### config.mk
export PLATFORM = sky130hd
export DESIGN_NAME = sfsa_ram
export DESIGN_NICKNAME = d
export VERILOG_FILES = /design/src/hw/rtl/sfsa_ram.sv
export SDC_FILE = /design/constraint.sdc
export NUM_CORES = 1
export LEC_CHECK = 0
export BUFFER_PORTS_ARGS = -buffer_cell sky130_fd_sc_hd__buf_2
export CAP_MARGIN = 40
export CORE_MARGIN = 10
export CORE_UTILIZATION = 46
export DETAILED_ROUTE_END_ITERATION = 8
export SLEW_MARGIN = 20
export SYNTH_ARGS = -nofsm -noshare
export SYNTH_HDL_FRONTEND = slang
export SYNTH_SLANG_ARGS = --single-unit
### constraint.sdc
create_clock -name clk -period 1.5 [get_ports clk]
set_input_delay 0.075 -clock clk [delete_from_list [all_inputs] [get_ports clk]]
set_output_delay 0.075 -clock clk [all_outputs]
set_load 0.05 [all_outputs]
### src/hw/rtl/sfsa_ram.sv
// ----------------------------------------------------------------------------
// sfsa_ram: single-port synchronous RAM
// A read every cycle, also beside a write; read data is registered.
// ----------------------------------------------------------------------------
module sfsa_ram #(
  parameter int Width = 8,
  parameter int Depth = 16
) (
  input  logic                     clk,
  input  logic                     we,
  input  logic [$clog2(Depth)-1:0] addr,
  input  logic [Width-1:0]         wdata,
  output logic [Width-1:0]         rdata
);

  logic [Width-1:0] mem [Depth];

  always_ff @(posedge clk) begin
    if (we) begin
      mem[addr] <= wdata;
    end
    rdata <= mem[addr];
  end

endmodule

Yosys cells after proc, flatten, opt, wreduce, memory -nomap -nowiden. Memories as Yosys holds them, arrays and structs flattened. A register that Yosys moved wholly into a read port is not among the register bits. Cells that the tools add are included.

RAM bits: 128. Register bits: 0. Word-level logic and storage cells: 3. Memories: 1.

Memory list: mem (depth 16, width 8, read ports 1, clocked after memory_dff 1, write ports 1, line 16) `logic [Width-1:0] mem [Depth];`.

Multiplexer cells: 2.

Operators with widths (count): 1-bit 2-to-1 mux (2).

Depth between registers and ports, before layout. Gate-level depths: netlist of the first run.

Word-level depth: 2. Depth in mapped cells: 5. Gate-level depth less buffers: 3.

Worst setup path before layout of the first run. No wires, ideal clock.

Path type: input-to-reg. Start: input port addr[2]. End: memory mem[0][0] (enable). Required time: 1.117 ns. Data arrival time: 1.185 ns. Slack: -0.068 ns. Stages: 2. Setup time: 0.383 ns. Cell sequence: or3b_2 > nor3_1.

RTL lines: from (decl) (line 11) `input logic [$clog2(Depth)-1:0] addr,`; to (decl) (line 16).

No word-level cell before the write port.

==> results of run 1 <==
-- routing by layer --
metal	global-route usage [%]	wire (microns)
met4	5.420	84
met3	3.929	427
met2	20.66	4943
met5	0	0
met1	17.46	4489
-- cell families (layout without fill, tap and decap cells) --
logic type	count (synthesis)	count (layout)	share of synthesized area [%]
DFF	136	136	79.01
and+or+nand+nor	35	35	3.210
muxes	32	32	14.22
AOI/OAI and AO/OA	16	16	2.370
buffers and inverters	11	88	1.185
-- power by group --
part           switching, W  total, W  leakage (nW)  internal (W)
clock network       0.00143   0.00411         0.288       0.00268
registers         0.0000273   0.00428          1.22       0.00425
logic              0.000318  0.000518         0.588      0.000200
total               0.00178   0.00891          2.10       0.00713
-- repair_timing --
| action | CTS | global route |
|---|---|---|
| hold buffers | 8 | 0 |
| endpoints found under the setup margin | 0 | 0 |
| endpoints found under the hold margin | 128 | 0 |
-- critical path, delay by kind of cell (launching register included) --
| family | cells | cell delay (ns) |
|---|---|---|
| and+or+nand+nor | 1 | 0.11 |
| muxes | 1 | 0.46 |
| DFF | 1 | 0.37 |
| AOI/OAI and AO/OA | 1 | 0.30 |
-- Yosys cell counts --
library cell  number
buf_6              2
dfxtp_1            8
clkbuf_2           1
nand2_1            9
nor2_1            13
nor2b_1            2
edfxtp_1         128
nand3_1            1
buf_1              4
or3b_2             1
nand3b_1           2
and2_1             1
a22oi_1           16
mux4_2            32
nor3_1             4
nand2b_1           2
buf_2              2
clkbuf_1           2
-- sequential cells by signal, indices dropped and copies added, names as in the netlist --
| register | cells |
|---|---|
| rdata | 8 |
| mem | 128 |
-- final timing paths --
kind	cells past startpoint	slack, ns	from	endpoint
worst max-delay path	3	0.13	mem[0][6]	rdata[6]
worst min-delay path	4	0.22	addr[3]	mem[0][4]
worst max register to register	3	0.13	mem[0][6]	rdata[6]
worst min register to register	3	0.66	mem[14][7]	rdata[7]
-- layout make-up --
class                           instances  share of cell area [%]
Tap cell                              140                   2.817
Multi-Input combinational cell         83                   16.22
Clock buffer                           18                   6.720
Timing Repair Buffer                   57                   6.962
Sequential cell                       136                   64.39
Clock inverter                         13                   2.897
-- metrics by stage --
stage	worst slack, ns	util (%)	power, W	area (sq um)
floorplan	-0.01311	-	0.004655	5072
global placement	0.001635	51.33	0.004856	5540
detailed placement	-0.006333	51.33	0.004866	5540
CTS	0.1288	57.62	0.008987	6218
global route	0.04494	57.62	0.009226	6218
finish	0.1345	57.62	0.008909	6218
==> flow_metrics.py, run 1 <==
metrics = {
    "run_status": {
        "run_status": "finished clean",
    },
    "placed_design": {
        "weighted_congestion_reported_at_the_end_of_routability_driven_placement": 0.7672,
        "dpl.cell_count": 408,
        "dp_hpwl_microns": 6494,
        "io_buffers": 21,
    },
    "worst_setup_path": {
        "worst_path_largest_cell_delay_ns": 0.46,
        "worst_ep_required_time_ns": 1.88,
        "timing.critical_path.from_type": "register",
        "timing.setup.critical_path_class": "reg2reg",
        "critPathArrivalTime_ns": 1.75,
        "critPathMaxFanout": 1,
        "critPathSlowestCell": "mux4_2",
        "cp_cell_sequence": "mux4_2, a22oi_1, nand2_1",
        "crit_path_end_kind": "register",
    },
    "final_layout": {
        "multi_input_area_sq_mm": 0.001008,
        "syn_to_layout_area_delta_pct": 22.72,
        "nets": 309,
        "fillCellCount": 759,
        "final_common_cell": "edfxtp_1",
        "fin_cells": 447,
        "diodes": 0,
        "layout.cells.most_common_list": "edfxtp_1, mux4_2, buf_4",
        "sequential_cell_area_sq_mm": 0.004004,
        "final_layout_size_suffix_gt1_share_pct": 36.48,
    },
    "sta": {
        "slew_headroom_pct": 50.59,
        "layout_min_cycle_time_ns": 1.365,
        "rsz0062_at_grt": "no",
        "hold-worst-slack_ns": 0.2192,
        "hold_viol_final": 0,
        "period_share_pct": 91.03,
        "max_slew.worst_pin.slew_ns": 0.7397,
        "setup_clock_skew_after_layout_ns": 0.007976,
        "finalSetupViolations": 0,
        "slew_viol_final": 0,
        "max_clock_freq_ghz": 0.7323,
        "final.setup.tns_ns": 0,
    },
    "drt": {
        "detail_route.iter0.violations": 298,
        "vias": 2401,
        "detail_route.first_pass.iterations": 4,
        "routed_wire_length_per_instance_microns": 22.25,
        "ant_nets": 0,
        "drt-total-wl_microns": 9944,
        "routed_via_density": 5.371,
        "remaining_drc_errors": 0,
    },
    "synth": {
        "synth.area.top_cells": "edfxtp_1, mux4_2, dfxtp_1",
        "synth.distinct_cells": 18,
        "postSynthNetCount": 244,
        "seq_area_frac_synth_pct": 79.01,
        "post_synthesis_cell_count": 230,
        "synth_seq_cells": 136,
        "synth.largest_area_cell": "edfxtp_1",
        "post_synth_top_area_share_pct": 75.85,
        "syn_avg_cell_area_sq_um": 22.03,
        "netlist_area_before_placement_sq_mm": 0.005067,
        "synth.yosys.warnings": 0,
    },
    "global_route": {
        "groute.usage.overall_pct": 13.37,
        "grt_first_pass_wirelength_microns": 15440,
        "grt_start_max_net_pins": 28,
        "antenna_found_initial": 0,
        "grt_pass1_vias": 2551,
        "grt-ovfl-total": 0,
    },
    "pwr": {
        "vdd.ir_drop.worst_v": 0.0007692,
        "total_leakage_power_nw": 2.100,
        "pwr_density_cell_mw_per_mm2": 1433,
    },
    "job": {
        "max_cap_violations": 0,
    },
    "clock_tree": {
        "count_of_cells_resized_by_post_cts_repair": 0,
        "tritoncts": "done",
        "clock_latency_on_the_worst_skew_pair_ns": 0.50,
        "clk_path_buf_depth": 2,
        "cts.htree.levels": 4,
        "postCtsSetupBuffers": 0,
        "numCtsBuffers": 17,
        "cts.reportedPaths.clkPinSlew_ns": 0.06,
        "clock_sink_count": 136,
        "cts_root_buf": "clkbuf_8",
    },
    "die": {
        "die_height_microns": 125.0,
        "ioPinCount": 22,
        "floorplan.rows": 38,
        "start_util_pct": 46.95,
        "floorplan.die.width_microns": 125.0,
        "fp.dieArea_sq_mm": 0.01561,
        "core_area_sq_mm": 0.01079,
    },
    "hold_path": {
        "min_path_type": "in2reg",
    },
}
Note: power is estimated with default switching activity, not from simulation.
==> inputs of run 2 (changes only) <==
Clock period 1.5 ns to 1.1 ns, I/O delays scaled along.
==> run 2 against run 1 <==
Against the previous run: the flow now finishes with violations (negative setup slack); clock skew decreased by 0.0013 ns; critical endpoint is now rdata[0]; cell count rose by 2.2%; largest cell class unchanged; critical path depth unchanged; sequential cell count did not move.
==> flow_metrics.py, run 2 (synthesized netlist as in run 1, its figures left out) <==
metrics = {
    "global_route": {
        "grt_start_max_net_pins": 17,
        "groute.usage.overall_pct": 13.89,
        "grt_first_pass_wirelength_microns": 16260,
        "grt_pass1_vias": 2761,
        "grt-ovfl-total": 0,
        "antenna_found_initial": 0,
    },
    "pwr": {
        "pwr_density_cell_mw_per_mm2": 1939,
        "total_leakage_power_nw": 2.241,
        "totalPowerFinal_w": 0.01304,
        "vdd.ir_drop.worst_v": 0.001429,
    },
    "clock_tree": {
        "clk_path_buf_depth": 2,
        "cts.reportedPaths.clkPinSlew_ns": 0.06,
        "cts.htree.levels": 4,
        "clock_latency_on_the_worst_skew_pair_ns": 0.52,
        "numCtsBuffers": 17,
        "clock_sink_count": 136,
        "tritoncts": "done",
        "cts_root_buf": "clkbuf_8",
    },
    "final_layout": {
        "largest_register_ffs": 128,
        "layout.cells.most_common_list": "edfxtp_1, mux4_2, buf_4",
        "syn_to_layout_area_delta_pct": 32.69,
        "largest-register": "mem",
        "nets": 318,
        "largest_registers": "mem (128), rdata (8)",
        "fin_cells": 457,
        "final_common_cell": "edfxtp_1",
        "final_layout_size_suffix_gt1_share_pct": 48.58,
        "diodes": 0,
        "fin_area_sq_mm": 0.006724,
    },
    "sta": {
        "rsz0062_at_grt": "yes",
        "finalSetupViolations": 8,
        "slew_viol_final": 0,
        "post-route-worst-setup-slack_ns": -0.1970,
        "hold-worst-slack_ns": 0.1576,
        "max_slew.worst_pin.slew_ns": 0.8895,
        "period_share_pct": 117.9,
        "slew_headroom_pct": 40.58,
        "setup_clock_skew_after_layout_ns": 0.006648,
        "hold_viol_final": 0,
        "max_clock_freq_ghz": 0.7710,
        "layout_min_cycle_time_ns": 1.297,
        "final.setup.tns_ns": -1.252,
    },
    "placed_design": {
        "weighted_congestion_reported_at_the_end_of_routability_driven_placement": 0.7369,
        "placement.cell_area_sq_mm": 0.005871,
        "dp_hpwl_microns": 6877,
        "io_buffers": 21,
        "dpl.cell_count": 416,
    },
    "drt": {
        "routed_via_density": 5.361,
        "remaining_drc_errors": 0,
        "drt-total-wl_microns": 10300,
        "detail_route.first_pass.iterations": 4,
        "vias": 2450,
        "ant_nets": 0,
        "detail_route.iter0.violations": 227,
        "routed_wire_length_per_instance_microns": 22.54,
    },
    "die": {
        "die_height_microns": 125.0,
        "ioPinCount": 22,
        "core_area_sq_mm": 0.01079,
        "start_util_pct": 46.95,
        "floorplan.die.width_microns": 125.0,
        "fp.dieArea_sq_mm": 0.01561,
        "floorplan.rows": 38,
    },
    "hold_path": {
        "min_path_type": "in2reg",
        "worst_hold_startpoint": "addr[2]",
        "min_path_cells": 4,
        "min_delay_worst_endpoint": "rdata[1]",
    },
    "worst_setup_path": {
        "worst_ep_required_time_ns": 1.50,
        "timing.setup.critical_path_class": "reg2reg",
        "critPathMaxFanout": 1,
        "register_to_register_setup_slack_ns": -0.20,
        "timing.critical_path.from_type": "register",
        "crit_path_end_kind": "register",
        "worst_r2r_endpoint": "rdata[0]",
        "critical_path.reg2reg.startpoint": "mem[5][0]",
        "critPathArrivalTime_ns": 1.70,
        "r2r.worst_path.cells": 3,
    },
    "run_status": {
        "failed_checks": "negative setup slack",
        "run_status": "finished with violations",
    },
    "job": {
        "max_cap_violations": 0,
    },
}
[run 2: cell count changes in the layout (fill, tap and decap cells not counted), moves of 8 or more]
cell and change:
nor2_1 -12, nor2_4 +12, buf_12 +11, a22oi_1 -9, a22oi_2 +9, buf_2 -8
[run 2: how the worst max path moves through the flow]
| stage | start | to | slack [ns] | depth (start not counted) |
|---|---|---|---|---|
| floorplan | addr[3] | mem[4][0] | -0.09 | 2 |
| global placement | addr[0] | rdata[1] | -0.41 | 6 |
| detailed placement | addr[0] | rdata[6] | -0.44 | 6 |
| CTS | mem[10][7] | rdata[7] | -0.19 | 3 |
| global route | mem[10][7] | rdata[7] | -0.25 | 3 |
| finish | mem[5][0] | rdata[0] | -0.20 | 3 |
[run 2: metal layers]
| layer | track usage, % | wire length [microns] |
|---|---|---|
| met1 | 17.93 | 4491 |
| met4 | 5.894 | 172 |
| met3 | 3.507 | 489 |
| met2 | 21.96 | 5149 |
| met5 | 0 | 0 |
[run 2: metrics by stage]
| step | setup WS (ns) | utilization (%) |
|---|---|---|
| finish | -0.1970 | 62.30 |
| global route | -0.2467 | 62.30 |
| CTS | -0.1896 | 61.89 |
| detailed placement | -0.4389 | 54.39 |
| global placement | -0.4126 | 54.39 |
| floorplan | -0.09365 | - |
[run 2: repair_timing]
action / CTS / global route
hold buffers: 8 / 0
setup buffers: 0 / 0
endpoints found under the hold margin: 128 / 0
setup endpoints to repair: 16 / 14
resized for setup: 17 / 12
pin swaps: 1 / 0
[run 2: critical path, cell delays in order, from the launching register on]
cell and delay (ns):
edfxtp_1 0.39, mux4_2 0.50, a22oi_2 0.20, nand2_1 0.09
[run 2: layout make-up]
type	instances	area (sq um)
clock buffers	20	445.4
multi-input cells	83	1186
fillers	728	4069
repair buffers	66	684.4
flip-flops and latches	136	4011
well taps	140	175.2
clock inverters	12	221.5
[run 2: power breakdown]
part | leakage, nW | switching (W) | internal, W
Combinational | 0.700 | 0.000491 | 0.000383
Sequential | 1.22 | 0.0000379 | 0.00580
Clock | 0.317 | 0.00207 | 0.00425
Total | 2.24 | 0.00260 | 0.0104
==> inputs of run 3 (changes only) <==
Clock period 1.1 ns to 1.3 ns, I/O delays scaled along.
==> run 3 against run 2 <==
Against the previous run: the run now ends clean; highest routed layer unchanged; sequential cell count unchanged; clock skew grew 0.013 ns; first-iteration DRC count fell by 7.5%; cell area shrank 5.2%; sequential power is 16% lower; die area unchanged; global-route usage fell by 0.50 points; non-clock buffer count grew 7; largest power group is now sequential cells; maximum frequency up 0.96%; worst hold slack gained 0.025 ns.
==> flow_metrics.py, run 3 (synthesized netlist as in run 1, its figures left out) <==
metrics = {
    "run_status": {
        "run_status": "finished clean",
    },
    "global_route": {
        "grt_start_max_net_pins": 28,
        "antenna_found_initial": 0,
        "grt_first_pass_wirelength_microns": 15920,
        "groute.usage.overall_pct": 13.39,
        "grt-ovfl-total": 0,
        "grt_pass1_vias": 2723,
    },
    "die": {
        "core_area_sq_mm": 0.01079,
        "floorplan.die.width_microns": 125.0,
        "floorplan.rows": 38,
        "die_height_microns": 125.0,
        "start_util_pct": 46.95,
        "ioPinCount": 22,
        "fp.dieArea_sq_mm": 0.01561,
    },
    "final_layout": {
        "fin_cells": 464,
        "largest_registers": "mem (128), rdata (8)",
        "sequential_cell_area_sq_mm": 0.004004,
        "diodes": 0,
        "fillCellCount": 761,
        "nets": 325,
        "multi_input_area_sq_mm": 0.001064,
        "final_layout_size_suffix_gt1_share_pct": 45.37,
        "largest_register_ffs": 128,
        "largest-register": "mem",
        "finish.utilization_pct": 59.04,
        "syn_to_layout_area_delta_pct": 25.75,
        "layout.cells.most_common_list": "edfxtp_1, buf_4, mux4_2",
        "final_common_cell": "edfxtp_1",
    },
    "sta": {
        "max_clock_freq_ghz": 0.7784,
        "post-route-worst-setup-slack_ns": 0.01533,
        "period_share_pct": 98.82,
        "setup_clock_skew_after_layout_ns": 0.02014,
        "hold_viol_final": 0,
        "slew_headroom_pct": 54.93,
        "max_slew.worst_pin.slew_ns": 0.6747,
        "slew_viol_final": 0,
        "rsz0062_at_grt": "yes",
        "finalSetupViolations": 0,
        "layout_min_cycle_time_ns": 1.285,
        "hold-worst-slack_ns": 0.1824,
    },
    "placed_design": {
        "dpl.cell_count": 423,
        "weighted_congestion_reported_at_the_end_of_routability_driven_placement": 0.7766,
        "dp_hpwl_microns": 6875,
        "dp_slack_ns": -0.1597,
        "io_buffers": 21,
    },
    "drt": {
        "ant_nets": 0,
        "remaining_drc_errors": 0,
        "detail_route.iter0.violations": 210,
        "drt-total-wl_microns": 10070,
        "vias": 2498,
        "routed_via_density": 5.384,
        "detail_route.first_pass.iterations": 4,
        "routed_wire_length_per_instance_microns": 21.70,
    },
    "pwr": {
        "pwr_density_cell_mw_per_mm2": 1534,
        "total_leakage_power_nw": 2.154,
        "vdd.ir_drop.worst_v": 0.0007659,
    },
    "worst_setup_path": {
        "crit_path_end_kind": "register",
        "critPathSlowestCell": "mux4_2",
        "timing.setup.critical_path_class": "reg2reg",
        "critPathArrivalTime_ns": 1.67,
        "worst_ep_required_time_ns": 1.68,
        "cp_cell_sequence": "mux4_2, a22oi_2, nand2_1",
        "worst_path_largest_cell_delay_ns": 0.47,
        "timing.critical_path.from_type": "register",
        "critPathMaxFanout": 1,
    },
    "hold_path": {
        "min_path_type": "in2reg",
    },
    "clock_tree": {
        "tritoncts": "done",
        "cts.reportedPaths.clkPinSlew_ns": 0.06,
        "clk_path_buf_depth": 2,
        "clock_latency_on_the_worst_skew_pair_ns": 0.51,
        "cts_root_buf": "clkbuf_8",
        "clock_sink_count": 136,
        "cts.htree.levels": 4,
        "numCtsBuffers": 17,
    },
    "job": {
        "max_cap_violations": 0,
    },
}
==> run 3: cell count changes in the layout (fill, tap and decap cells not counted), moves of 6 or more <==
cell / previous run / this run
buf_4: 25 / 36
nor2_4: 12 / 0
bufinv_16: 6 / 0
buf_12: 14 / 7
nor2_2: 0 / 12
buf_2: 13 / 22
==> run 3: area by class of cell <==
class	instances	share of cell area (%)
Clock buffer	19	6.774
Clock inverter	13	1.532
Multi-Input combinational cell	83	16.69
Sequential cell	136	62.83
Tap cell	140	2.749
Timing Repair Buffer	73	9.425
==> run 3: what timing repair did <==
item,in CTS,in global routing
pin swaps,1,2
resized for setup,4,1
hold endpoints to repair,128,0
setup endpoints to repair,4,4
hold buffers,8,0
setup buffers,0,0
==> run 3: worst max-delay path: cells and delay by family (launching register included) <==
family	cells	cell delay [ns]
flip-flops	1	0.37
multiplexers	1	0.47
AND/OR/NAND/NOR	1	0.07
AO/OA/AOI/OAI	1	0.23
==> run 3: report_power, final <==
group	internal, W	leakage [nW]	switching (W)
logic	0.000258	0.679	0.000385
registers	0.00490	1.22	0.0000303
clock network	0.00240	0.251	0.00180
==> run 3: path summary, 6_finish.rpt <==
check                                start  endpoint  slack, ns  cells past startpoint
worst max-delay path             mem[8][4]  rdata[4]       0.02                      3
worst min-delay path               addr[2]  rdata[1]       0.18                      5
worst max register to register   mem[8][4]  rdata[4]       0.02                      3
worst min register to register  mem[14][2]  rdata[2]       0.68                      3
==> run 3: per-layer routing <==
metal	up-vias	wire length [microns]	GRT usage, %
li1	1130	-	-
met1	1302	4696	18.41
met2	54	4866	19.70
met3	12	370	3.718
met4	0	134	5.623
met5	-	0	0
==> run 3: through the flow <==
stage | TNS [ns] | cell area (sq um) | power [W]
after floorplan | -4.004 | 5104 | 0.005379
after global placement | -6.466 | 5733 | 0.005637
after detailed placement | -6.034 | 5733 | 0.005645
after CTS | 0 | 6362 | 0.009874
after global routing | -0.07250 | 6372 | 0.01013
final | 0 | 6372 | 0.009777
